`config.mk`:
```
export PLATFORM = sky130hd
export DESIGN_NAME = htrcg_div
export DESIGN_NICKNAME = d
export VERILOG_FILES = /design/src/sv/htrcg_pkg.sv /design/src/sv/htrcg_div.sv
export SDC_FILE = /design/constraint.sdc
export NUM_CORES = 2
export LEC_CHECK = 0
export BUFFER_PORTS_ARGS = -buffer_cell sky130_fd_sc_hd__buf_2
export CAP_MARGIN = 0
export CORE_MARGIN = 2
export CORE_UTILIZATION = 44
export CTS_CLUSTER_SIZE = 24
export DETAILED_ROUTE_END_ITERATION = 12
export GPL_TIMING_DRIVEN = 1
export SYNTH_ARGS = -nofsm -noshare
export SYNTH_HDL_FRONTEND = slang
export SYNTH_SLANG_ARGS = --single-unit
```
`constraint.sdc`:
```
create_clock -name clk -period 3.2 [get_ports clk]
set_input_delay 0.32 -clock clk [delete_from_list [all_inputs] [get_ports clk]]
set_output_delay 0.32 -clock clk [all_outputs]
set_load 0.05 [all_outputs]
```
`src/sv/htrcg_pkg.sv`:
```
// ----------------------------------------------------------------------------
// htrcg_pkg
// shared types, constants and the arithmetic helper of the hsi to rgbw converter
// ----------------------------------------------------------------------------
package htrcg_pkg;

	// angle constants in sixteenths of a degree
	localparam logic [12:0] TURN_STEPS    = 13'd5760;
	localparam logic [11:0] HALF_STEPS    = 12'd2880;
	localparam logic [12:0] QUARTER_STEPS = 13'd1440;
	localparam logic [12:0] RED_STEPS     = 13'd155;
	localparam logic [12:0] GREEN_STEPS   = 13'd2299;
	localparam logic [12:0] BLUE_STEPS    = 13'd4249;

	// bhaskara denominator 40500 * 16 * 16
	localparam logic [23:0] BHASK_DEN = 24'd10368000;

	// quotient bits and operand width of the pipelined divider
	localparam int Q_W   = 17;
	localparam int DIV_W = 30;

	localparam int DUTY_W     = 16;
	localparam int PIPE_DEPTH = 3 + Q_W + 3 + Q_W + 1 + 4;

	// register indexes
	localparam logic [2:0] REG_DUTY_RES   = 3'd0;
	localparam logic [2:0] REG_RED_GAIN   = 3'd1;
	localparam logic [2:0] REG_GREEN_GAIN = 3'd2;
	localparam logic [2:0] REG_BLUE_GAIN  = 3'd3;
	localparam logic [2:0] REG_WHITE_GAIN = 3'd4;

	typedef enum logic [1:0] {
		EDGE_RG = 2'd0,
		EDGE_GB = 2'd1,
		EDGE_BR = 2'd2
	} edge_t;

	typedef enum logic [1:0] {
		T_DIV  = 2'd0,
		T_ZERO = 2'd1,
		T_FULL = 2'd2
	} tcode_t;

	// first primary of each edge and edge direction, signed q1.14
	localparam logic signed [14:0] PA_U [3] = '{15'sd5098, -15'sd2342, -15'sd454};
	localparam logic signed [14:0] PA_V [3] = '{15'sd868, 15'sd1721, -15'sd5868};
	localparam logic signed [14:0] ED_U [3] = '{-15'sd7440, 15'sd1888, 15'sd5552};
	localparam logic signed [14:0] ED_V [3] = '{15'sd853, -15'sd7589, 15'sd6736};

	typedef struct packed {
		logic [12:0] hue_angle;
		logic [15:0] saturation_level;
		logic [15:0] intensity_level;
	} hsi_t;

	typedef struct packed {
		logic [15:0] red_duty;
		logic [15:0] green_duty;
		logic [15:0] blue_duty;
		logic [15:0] white_duty;
	} rgbw_t;

	// floor(x / 65535) by reciprocal estimate and one correction step
	function automatic logic [16:0] div_ffff(input logic [31:0] x);
		logic [32:0] sum;
		logic [16:0] q;
		logic [33:0] back;
		logic [33:0] r;
		sum  = {1'b0, x} + {17'd0, x[31:16]};
		q    = sum[32:16];
		back = {1'b0, q, 16'd0} - {17'd0, q};
		r    = {2'b00, x} - back;
		if (r >= 34'd65535) begin
			q = q + 17'd1;
		end
		return q;
	endfunction

endpackage

```
`src/sv/htrcg_div.sv`:
```
// ----------------------------------------------------------------------------
// htrcg_div
// restoring divider, one quotient bit per stage: floor(x * 2^16 / d), x <= d
// ----------------------------------------------------------------------------
module htrcg_div (
	input  logic                        clk,
	input  logic                        en,
	input  logic [htrcg_pkg::DIV_W-1:0] dividend,
	input  logic [htrcg_pkg::DIV_W-1:0] divisor,
	output logic [htrcg_pkg::Q_W-1:0]   quotient
);
	import htrcg_pkg::*;

	logic [DIV_W-1:0] rem_s [Q_W];
	logic [DIV_W-1:0] den_s [Q_W];
	logic [Q_W-1:0]   quo_s [Q_W];

	for (genvar i = 0; i < Q_W; i++) begin : g_stage
		logic [DIV_W:0]   trial;
		logic [DIV_W-1:0] den_in;
		logic [Q_W-1:0]   quo_in;
		logic             ge;

		if (i == 0) begin : g_first
			assign trial  = {1'b0, dividend};
			assign den_in = divisor;
			assign quo_in = '0;
		end else begin : g_next
			assign trial  = {rem_s[i-1], 1'b0};
			assign den_in = den_s[i-1];
			assign quo_in = quo_s[i-1];
		end

		assign ge = trial >= {1'b0, den_in};

		always_ff @(posedge clk) begin
			if (en) begin
				rem_s[i] <= ge ? DIV_W'(trial - {1'b0, den_in}) : trial[DIV_W-1:0];
				den_s[i] <= den_in;
				quo_s[i] <= {quo_in[Q_W-2:0], ge};
			end
		end
	end

	assign quotient = quo_s[Q_W-1];

endmodule

```
==> metrics <==
port bufs=78; arrival time at the worst endpoint=4.14 ns; gr usage total=21.10%; ys async rst share=0%; CTS Buf Count=134; DRC viols=0; Yosys cell types=102; clock transition at the registers of the reported paths=0.06 ns; Top Ports=79; Placer Congestion=0.9358; Pleak=37.54 nW; final setup vio count=314; fin crit share=113.8%; largest cells by area after synthesis=edfxtp_1, ha_1, a21oi_1; met2 Use GR=44.82%; initial antenna violation count=1; flops & latches, synth=1113; Fillers=11900; clk_lat worst skew=0.76 ns; Clock Skew=0.02145 ns; Die W=389.0 um; failing checks=setup timing; adder-cell share of the synthesized area=10.26%; global route total overflow=0; relative max-transition margin=41.80%; critical path startpoint category=flop; fmax=0.2747 GHz; mux share of post-synthesis cell area=4.371%; crit end category=flop; synthesized area=0.06520 mm2; Post-Synth Simple-Gate Area=9.063%; GR Util met3=2.714%; layout cell share with drive strength beyond 1=30.52%; Synth top cells by count=edfxtp_1, inv_1, ha_1, a21oi_1, nand2_1; Reg area=0.03342 mm2; CP Max Fanout=8; met1 Use GR=17.26%; H-tree depth=4; via count=48510; status=finished, violations left; first-pass iteration count of the detailed router=5; CTS tree=built; kind of critical path=flop to flop; Inserted Diodes=0; placement row count=141; Setup WS post-layout=-0.4409 ns; CTS Root Cell=clkbuf_16; syn_nets=6400; CP required=3.70 ns; RSZ-0062 raised after global routing=true; Post-synth EDFFs=1113; sequential share of the synthesized area=51.26%; Initial Util=44.21%; mean area per synthesized cell=11.22 um2; top-area cell type share of the netlist area=51.26%; Yosys warnings=0; core area=0.1475 mm2; Max Root-Sink Buffers=3; IR drop worst, VDD=0.6588 mV; Top FF cell, synth=edfxtp_1; count leader, synth=edfxtp_1; Area growth syn-to-layout=32.77%; vias per cell=5.249; Hold Fails Final Rpt=0; area of the multi-input gates=0.03223 mm2; largest family of logic cells by synthesized area=compound AO/OA/AOI/OAI gates; Slew Limit Fails=0; fin util=58.70%; die area=0.1513 mm2; leading area contributor after synthesis=edfxtp_1; xor and xnor area share after synthesis=5.373%; Die H=389.0 um; vias in the first global route=50960; post-detail-place hpwl=116300 um; Hold WC Path Type=input pin to flop; first-pass GRT wire length=252700 um; hold_ws=0.06745 ns; DRT antenna net count=0; maxcap violations=0; largest net degree at the start of global routing=98; GR peak layer=met2; Cells after Synth=5813; worst-margin pin slew=0.8510 ns; final WL=162700 um; post-synthesis compound-gate area fraction=15.08%; CTS sink cnt=1113; minimum clock period=3.641 ns; PD cells=1021 mW/mm2; wire per inst=17.60 um; Initial DRC Count=1709; Nets=7798
==> registers in the layout (all words and copies together), names as in the netlist <==
name   flops
den_s    480
rem_s    480
quo_s    153
==> layer usage <==
metal  vias to the layer above  share of wire [%]
li1                      24150                  -
met1                     22990                 31
met2                       858                 59
met3                       516                2.5
met4                         0                7.7
met5                         -                  0
==> metrics by stage <==
| stage | setup WS [ns] | instance area (um2) | total power, mW | std cells | setup TNS [ns] |
|---|---|---|---|---|---|
| floorplan | 0.006232 | 65210 | 49.67 | 5813 | 0 |
| global placement | -0.6664 | 75500 | 63.39 | 8701 | -145.53 |
| detailed placement | -0.5919 | 75500 | 64.04 | 8701 | -158.74 |
| CTS | -0.4633 | 84770 | 86.03 | 9187 | -62.43 |
| global route | -0.5132 | 86570 | 94.01 | 9243 | -95.58 |
| finish | -0.4409 | 86570 | 88.42 | 9243 | -57.20 |
==> repair_timing <==
item,CTS,global route
setup buffers,166,81
hold endpoints to repair,75,0
gates cloned,34,7
pin swaps,218,210
hold buffers,61,0
setup endpoints to repair,452,470
resized for setup,630,350
==> kinds of logic after synthesis <==
logic type | after synthesis
AOI/OAI and AO/OA | 1523
and+or+nand+nor | 1249
DFF | 1113
buffers and inverters | 756
adders and majority gates | 525
xor gates and xnor gates | 400
muxes | 247
==> critical path: stages, from the launching register on <==
cell	delay, ns
edfxtp_1	0.45
ha_4	0.30
nor2b_4	0.15
o2111ai_2	0.13
and4b_2	0.31
o2111a_2	0.30
nor3_4	0.29
o211ai_1	0.17
nor2_1	0.16
and4b_2	0.29
o21ai_4	0.16
buf_6	0.18
buf_12	0.15
mux2_4	0.31
==> final timing paths <==
kind / cells after the start / slack [ns] / startpoint / end
max: 13 / -0.44 / rem_s[0][330] / rem_s[0][371]
min: 4 / 0.07 / dividend[0] / rem_s[0][0]
max reg2reg: 13 / -0.44 / rem_s[0][330] / rem_s[0][371]
min reg2reg: 0 / 0.41 / quo_s[0][243] / quo_s[0][261]
==> area by class of cell <==
type / instances / area share (%)
Clock buffer: 169 / 4.074
Clock inverter: 69 / 0.5492
Inverter: 612 / 2.665
Timing Repair Buffer: 1403 / 14.08
Multi-Input combinational cell: 3947 / 37.23
Sequential cell: 1113 / 38.61
Tap cell: 1930 / 2.790
==> layout by cell type (no fill, tap or decap), types with 26 or more instances in the layout <==
| cell | count |
|---|---|
| nor2_1 | 292 |
| dlygate4sd3_1 | 61 |
| o21ai_1 | 44 |
| nand3_1 | 93 |
| xor2_1 | 156 |
| inv_1 | 589 |
| edfxtp_1 | 1113 |
| o21ai_0 | 231 |
| nor3_1 | 68 |
| clkbuf_1 | 33 |
| nand2b_1 | 59 |
| o21ai_2 | 58 |
| buf_4 | 1088 |
| a31oi_1 | 39 |
| nor2_2 | 26 |
| ha_1 | 471 |
| buf_6 | 62 |
| nor2b_1 | 48 |
| buf_12 | 53 |
| nand2_1 | 344 |
| ha_4 | 36 |
| nand4_1 | 82 |
| mux2_2 | 43 |
| buf_2 | 78 |
| xnor2_1 | 240 |
| mux2_4 | 195 |
| a21o_1 | 256 |
| clkbuf_16 | 144 |
| o21a_1 | 53 |
| buf_8 | 32 |
| clkinv_1 | 32 |
| a211oi_1 | 37 |
| o21bai_1 | 55 |
| and3_1 | 39 |
| a21oi_1 | 418 |
| a21oi_2 | 41 |
==> power breakdown <==
group / total (mW) / switching [mW] / internal [mW]
clock network: 14.0 / 5.91 / 8.11
logic: 50.4 / 23.9 / 26.5
registers: 24.0 / 2.17 / 21.9
(Power assumes the default switching activity.)
