**config.mk**
```make
export PLATFORM = sky130hd
export DESIGN_NAME = htrcg_chan
export DESIGN_NICKNAME = d
export VERILOG_FILES = /design/src/sv/htrcg_pkg.sv /design/src/sv/htrcg_chan.sv
export SDC_FILE = /design/constraint.sdc
export NUM_CORES = 2
export LEC_CHECK = 0
export BUFFER_PORTS_ARGS = -buffer_cell sky130_fd_sc_hd__buf_2
export CAP_MARGIN = 40
export CORE_UTILIZATION = 40
export DETAILED_ROUTE_END_ITERATION = 10
export GPL_TIMING_DRIVEN = 0
export PLACE_DENSITY = 0.55
export SLEW_MARGIN = 0
export SYNTH_ARGS = -nofsm -noshare
export SYNTH_HDL_FRONTEND = slang
export SYNTH_SLANG_ARGS = --single-unit
```
**constraint.sdc**
```tcl
create_clock -name clk -period 19.05 [get_ports clk]
set_input_delay 2.8575 -clock clk [delete_from_list [all_inputs] [get_ports clk]]
set_output_delay 2.8575 -clock clk [all_outputs]
set_load 0.02 [all_outputs]
```
**src/sv/htrcg_pkg.sv**
```systemverilog
// ----------------------------------------------------------------------------
// htrcg_pkg
// shared types, constants and the arithmetic helper of the hsi to rgbw converter
// ----------------------------------------------------------------------------
package htrcg_pkg;

	// angle constants in sixteenths of a degree
	localparam logic [12:0] TURN_STEPS    = 13'd5760;
	localparam logic [11:0] HALF_STEPS    = 12'd2880;
	localparam logic [12:0] QUARTER_STEPS = 13'd1440;
	localparam logic [12:0] RED_STEPS     = 13'd155;
	localparam logic [12:0] GREEN_STEPS   = 13'd2299;
	localparam logic [12:0] BLUE_STEPS    = 13'd4249;

	// bhaskara denominator 40500 * 16 * 16
	localparam logic [23:0] BHASK_DEN = 24'd10368000;

	// quotient bits and operand width of the pipelined divider
	localparam int Q_W   = 17;
	localparam int DIV_W = 30;

	localparam int DUTY_W     = 16;
	localparam int PIPE_DEPTH = 3 + Q_W + 3 + Q_W + 1 + 4;

	// register indexes
	localparam logic [2:0] REG_DUTY_RES   = 3'd0;
	localparam logic [2:0] REG_RED_GAIN   = 3'd1;
	localparam logic [2:0] REG_GREEN_GAIN = 3'd2;
	localparam logic [2:0] REG_BLUE_GAIN  = 3'd3;
	localparam logic [2:0] REG_WHITE_GAIN = 3'd4;

	typedef enum logic [1:0] {
		EDGE_RG = 2'd0,
		EDGE_GB = 2'd1,
		EDGE_BR = 2'd2
	} edge_t;

	typedef enum logic [1:0] {
		T_DIV  = 2'd0,
		T_ZERO = 2'd1,
		T_FULL = 2'd2
	} tcode_t;

	// first primary of each edge and edge direction, signed q1.14
	localparam logic signed [14:0] PA_U [3] = '{15'sd5098, -15'sd2342, -15'sd454};
	localparam logic signed [14:0] PA_V [3] = '{15'sd868, 15'sd1721, -15'sd5868};
	localparam logic signed [14:0] ED_U [3] = '{-15'sd7440, 15'sd1888, 15'sd5552};
	localparam logic signed [14:0] ED_V [3] = '{15'sd853, -15'sd7589, 15'sd6736};

	typedef struct packed {
		logic [12:0] hue_angle;
		logic [15:0] saturation_level;
		logic [15:0] intensity_level;
	} hsi_t;

	typedef struct packed {
		logic [15:0] red_duty;
		logic [15:0] green_duty;
		logic [15:0] blue_duty;
		logic [15:0] white_duty;
	} rgbw_t;

	// floor(x / 65535) by reciprocal estimate and one correction step
	function automatic logic [16:0] div_ffff(input logic [31:0] x);
		logic [32:0] sum;
		logic [16:0] q;
		logic [33:0] back;
		logic [33:0] r;
		sum  = {1'b0, x} + {17'd0, x[31:16]};
		q    = sum[32:16];
		back = {1'b0, q, 16'd0} - {17'd0, q};
		r    = {2'b00, x} - back;
		if (r >= 34'd65535) begin
			q = q + 17'd1;
		end
		return q;
	endfunction

endpackage

```
**src/sv/htrcg_chan.sv**
```systemverilog
// ----------------------------------------------------------------------------
// htrcg_chan
// channel scaler: level * gain / 65535, then * full scale / 65535, saturated
// ----------------------------------------------------------------------------
module htrcg_chan (
	input  logic        clk,
	input  logic        en,
	input  logic [15:0] level,
	input  logic [15:0] gain,
	input  logic [15:0] fs,
	output logic [15:0] duty
);
	import htrcg_pkg::*;

	logic [31:0] mul1_s1;
	logic [15:0] gsc_s2;
	logic [31:0] mul2_s3;
	logic [15:0] duty_s4;
	logic [16:0] g_div;
	logic [16:0] d_div;

	assign g_div = div_ffff(mul1_s1);
	assign d_div = div_ffff(mul2_s3);

	always_ff @(posedge clk) begin
		if (en) begin
			mul1_s1 <= 32'(level * gain);
			gsc_s2  <= g_div[15:0];
			mul2_s3 <= 32'(gsc_s2 * fs);
			duty_s4 <= (d_div > {1'b0, fs}) ? fs : d_div[15:0];
		end
	end

	assign duty = duty_s4;

endmodule

```
==> impl_metrics.yaml <==
outcome:
  status: "completed"
logic_synthesis:
  syn_inst: 3080
  synth-xor-area-share_pct: 4.34
  synthAdderAreaFrac_pct: 46.4
  postSynthAreaPerCell_um2: 8.78
  synthesis.nets: 3900
  async_flop_share_pct: 0
  synthSimpleGateAreaFrac_pct: 16.5
  synth_mux_area_share_pct: 1.24
  synth_top_family_by_area: "adder cells"
  yosysUniqueCellTypes: 84
  synth_edf_count: 96
  synthFlopType: "edfxtp_1"
  yosysWarnings: 0
  synth_area_mm2: 0.0270
  synth_compound_area_share_pct: 10.7
  yosysSeqAreaShare_pct: 10.7
  ys_seq_elements: 96
die:
  fp.dieW_um: 262
  die_area_mm2: 0.0687
  coreArea_mm2: 0.0663
  rows: 94
  ios: 66
  initial_core_util_pct: 40.8
  die_y_um: 262
clocking:
  htreeDepth: 3
  path_clk_slew_ps: 80
  cts.hold.buffers_added: 0
  post-cts-setup-buffer-count: 0
  root_buffer: "clkbuf_16"
  cts_buffer_depth: 2
  worstSkewPairLatency_ps: 370
  cts.sinks: 96
  cts_tree: "built"
  cts_resized: 0
  cts_buffers: 9
placement:
  dp_hpwl_um: 64900
  portBuffers: 56
  place.gp.congestion: 0.941
setup_path:
  required_ps: 19290
  cp_top_family: "adder cells"
  cp-start-kind: "primary input"
  crit_type: "in -> reg"
  crit-reg2reg-launch: "mul2_s3[17]"
  crit_cells: 22
  slowest_stage: "clkbuf_1"
  cp.arrival_ps: 10590
  max_stage_delay_ps: 610
  path_buf_inv: 5
  reg2reg_to: "duty[13]"
  cpMostUsedCell: "fa_1"
  reg2regPathDepth: 42
  crit_path_end_kind: "flop"
  r2r_slack_ps: 9170
  crit_fanout: 10
  crit_chain: "clkbuf_1 -> clkbuf_1 -> nand2_1 -> fa_1 -> inv_1 -> fa_1 -> fa_1 -> fa_1 -> inv_1 -> fa_1 -> inv_1 -> fa_1 -> ha_1 -> a21o_1 -> a21o_1 -> o41ai_1 -> o21ai_0 -> a211oi_1 -> a21oi_1 -> a21o_1 -> a2111oi_0 -> or3_1"
drt:
  via_count: 21400
  wl_per_cell_um: 19.1
  via_per_inst: 5.34
  drt-met1-wl_um: 32500
  drt_iter0_drc: 1189
  wl_met2_um: 38700
  top_layer_used: "met4"
  wl_met3_um: 2980
  first_pass_iters: 5
  totalWireLength_um: 76800
  drcViolationCount: 0
  postRouteAntennaNets: 0
global_routing:
  grt_start_max_net_pins: 70
  track_usage_pct: 22.8
  grt_overflow_total: 0
  grt_pass1_wl_um: 121000
  antenna_found_initial: 0
  grt_pass1_vias: 22300
min_path:
  min_from: "mul1_s1[30]"
  hold_end: "gsc_s2[14]"
  hold_depth: 2
  hold_class: "reg -> reg"
final_layout:
  syn_to_final_growth_pct: 6.28
  diodes: 0
  nets: 3968
  drive_gt1_share_pct: 4.22
  fillers: 6664
timing:
  fmaxAchievable_ghz: 0.0967
  drv_slew: 0
  finalClockSkew_ps: 9.87
  setup_viol: 0
  hold_violations: 0
  finalCriticalPeriod_ps: 10350
  slew_headroom_pct: 36.3
  worstMarginPinSlew_ps: 955
  final.setup.tns_ps: 0
  rsz0062_at_grt: "false"
  period_share_pct: 54.3
run:
  drv_cap: 0
Yosys cell counts (4+ instances only):
cell type    n  area share, %
o211ai_1     9           0.25
o2111ai_1    7           0.23
xor2_1      23           0.74
a2111oi_0    7           0.23
or3_1        5           0.12
nand2_1    397            5.5
a31o_2       9           0.29
and2_1     203            4.7
o21ai_0     65            1.2
mux2_2       9           0.37
o21a_1      14           0.39
o211a_1      5           0.19
nor2_1      89            1.2
and3_1      38           0.88
or4_1        4           0.11
a21o_1      71            2.0
a21boi_0     4           0.11
o31ai_1      7           0.19
nand4_1     34           0.79
nor2b_1     13           0.30
a31oi_1     13           0.30
a22oi_1      4           0.11
a221oi_1     5           0.16
o21bai_1    18           0.50
nor4_1      15           0.35
inv_1      620            8.6
nand3_1     41           0.76
o22ai_1      8           0.19
ha_1       382             18
a2111o_1     5           0.21
fa_1       388             29
a211oi_1    13           0.36
edfxtp_1    96             11
xnor2_1    111            3.6
clkbuf_1    91            1.3
nand2b_1    11           0.25
mux2i_1      9           0.33
and4_1       7           0.23
a21oi_1    102            1.9
mux2_4       8           0.44
nor3_1      39           0.72
buf_2        5          0.092
worst reg2reg max path: cells and delay by family (launching register included):
kind            cells  cell delay [ps]
xor+xnor            2              450
simple gates        8             1620
buf+inv             6             1000
compound gates     19             3890
fa+ha+maj           5             1650
mux                 2              480
flops               1              510
through the flow:
step / hold slack, ps / worst slack [ps] / cells / area (um2) / util [%]
floorplan: 784 / 9840 / 3080 / 27000 / -
global placement: 1060 / 8430 / 4000 / 28400 / 42.8
detailed placement: 1050 / 8400 / 4001 / 28400 / 42.9
CTS: 1070 / 8750 / 4017 / 28700 / 43.3
global route: 1120 / 8300 / 4017 / 28700 / 43.3
finish: 1070 / 8700 / 4017 / 28700 / 43.3
layout by cell type (no fill, tap or decap), drive strengths merged, types with 41 or more instances in the layout:
cell type	Yosys	routed
inv	620	625
nand2	397	397
fa	388	388
ha	382	382
and2	203	203
xnor2	111	111
a21oi	104	104
clkbuf	91	100
edfxtp	96	96
nor2	90	90
a21o	71	71
buf	12	69
o21ai	65	65
nand3	41	41
cells by family (layout without fill, tap and decap cells):
group                      after synthesis  after routing
adders and majority gates              770            770
xor gates and xnor gates               134            134
DFF                                     96             96
muxes                                   27             27
and+or+nand+nor                        914            914
buffers and inverters                  723            796
AOI/OAI and AO/OA                      416            416
area by class of cell:
type / count / area (um2) / area share [%]
multi-input combinational: 2261 / 21400 / 74.5
sequential: 96 / 2880 / 10.0
inverter: 620 / 2330 / 8.10
tap: 864 / 1080 / 3.76
buffer: 103 / 430 / 1.50
timing repair buffer: 57 / 310 / 1.08
clock buffer: 9 / 225 / 0.783
clock inverter: 7 / 81.3 / 0.283
how the worst max path moves through the flow:
stage | from | to | slack [ps]
final | fs[4] | mul2_s3[27] | 8700
after detailed placement | fs[4] | mul2_s3[27] | 8400
after global routing | gain[6] | mul1_s1[31] | 8300
after floorplan | fs[4] | mul2_s3[27] | 9840
after global placement | fs[4] | mul2_s3[27] | 8430
after CTS | fs[4] | mul2_s3[27] | 8750
metal layers:
metal,global-route usage [%],vias up
met4,8.06,0
met2,40.8,550
li1,-,10100
met5,0,-
met3,2.03,139
met1,28.5,10600
flip-flops by register name (all words and copies together) (netlist names):
signal and count:
duty 16, gsc_s2 16, mul1_s1 32, mul2_s3 32
Power is not shown: default switching activity piles up to over one toggle a cycle in this logic, so the estimate is an artifact.
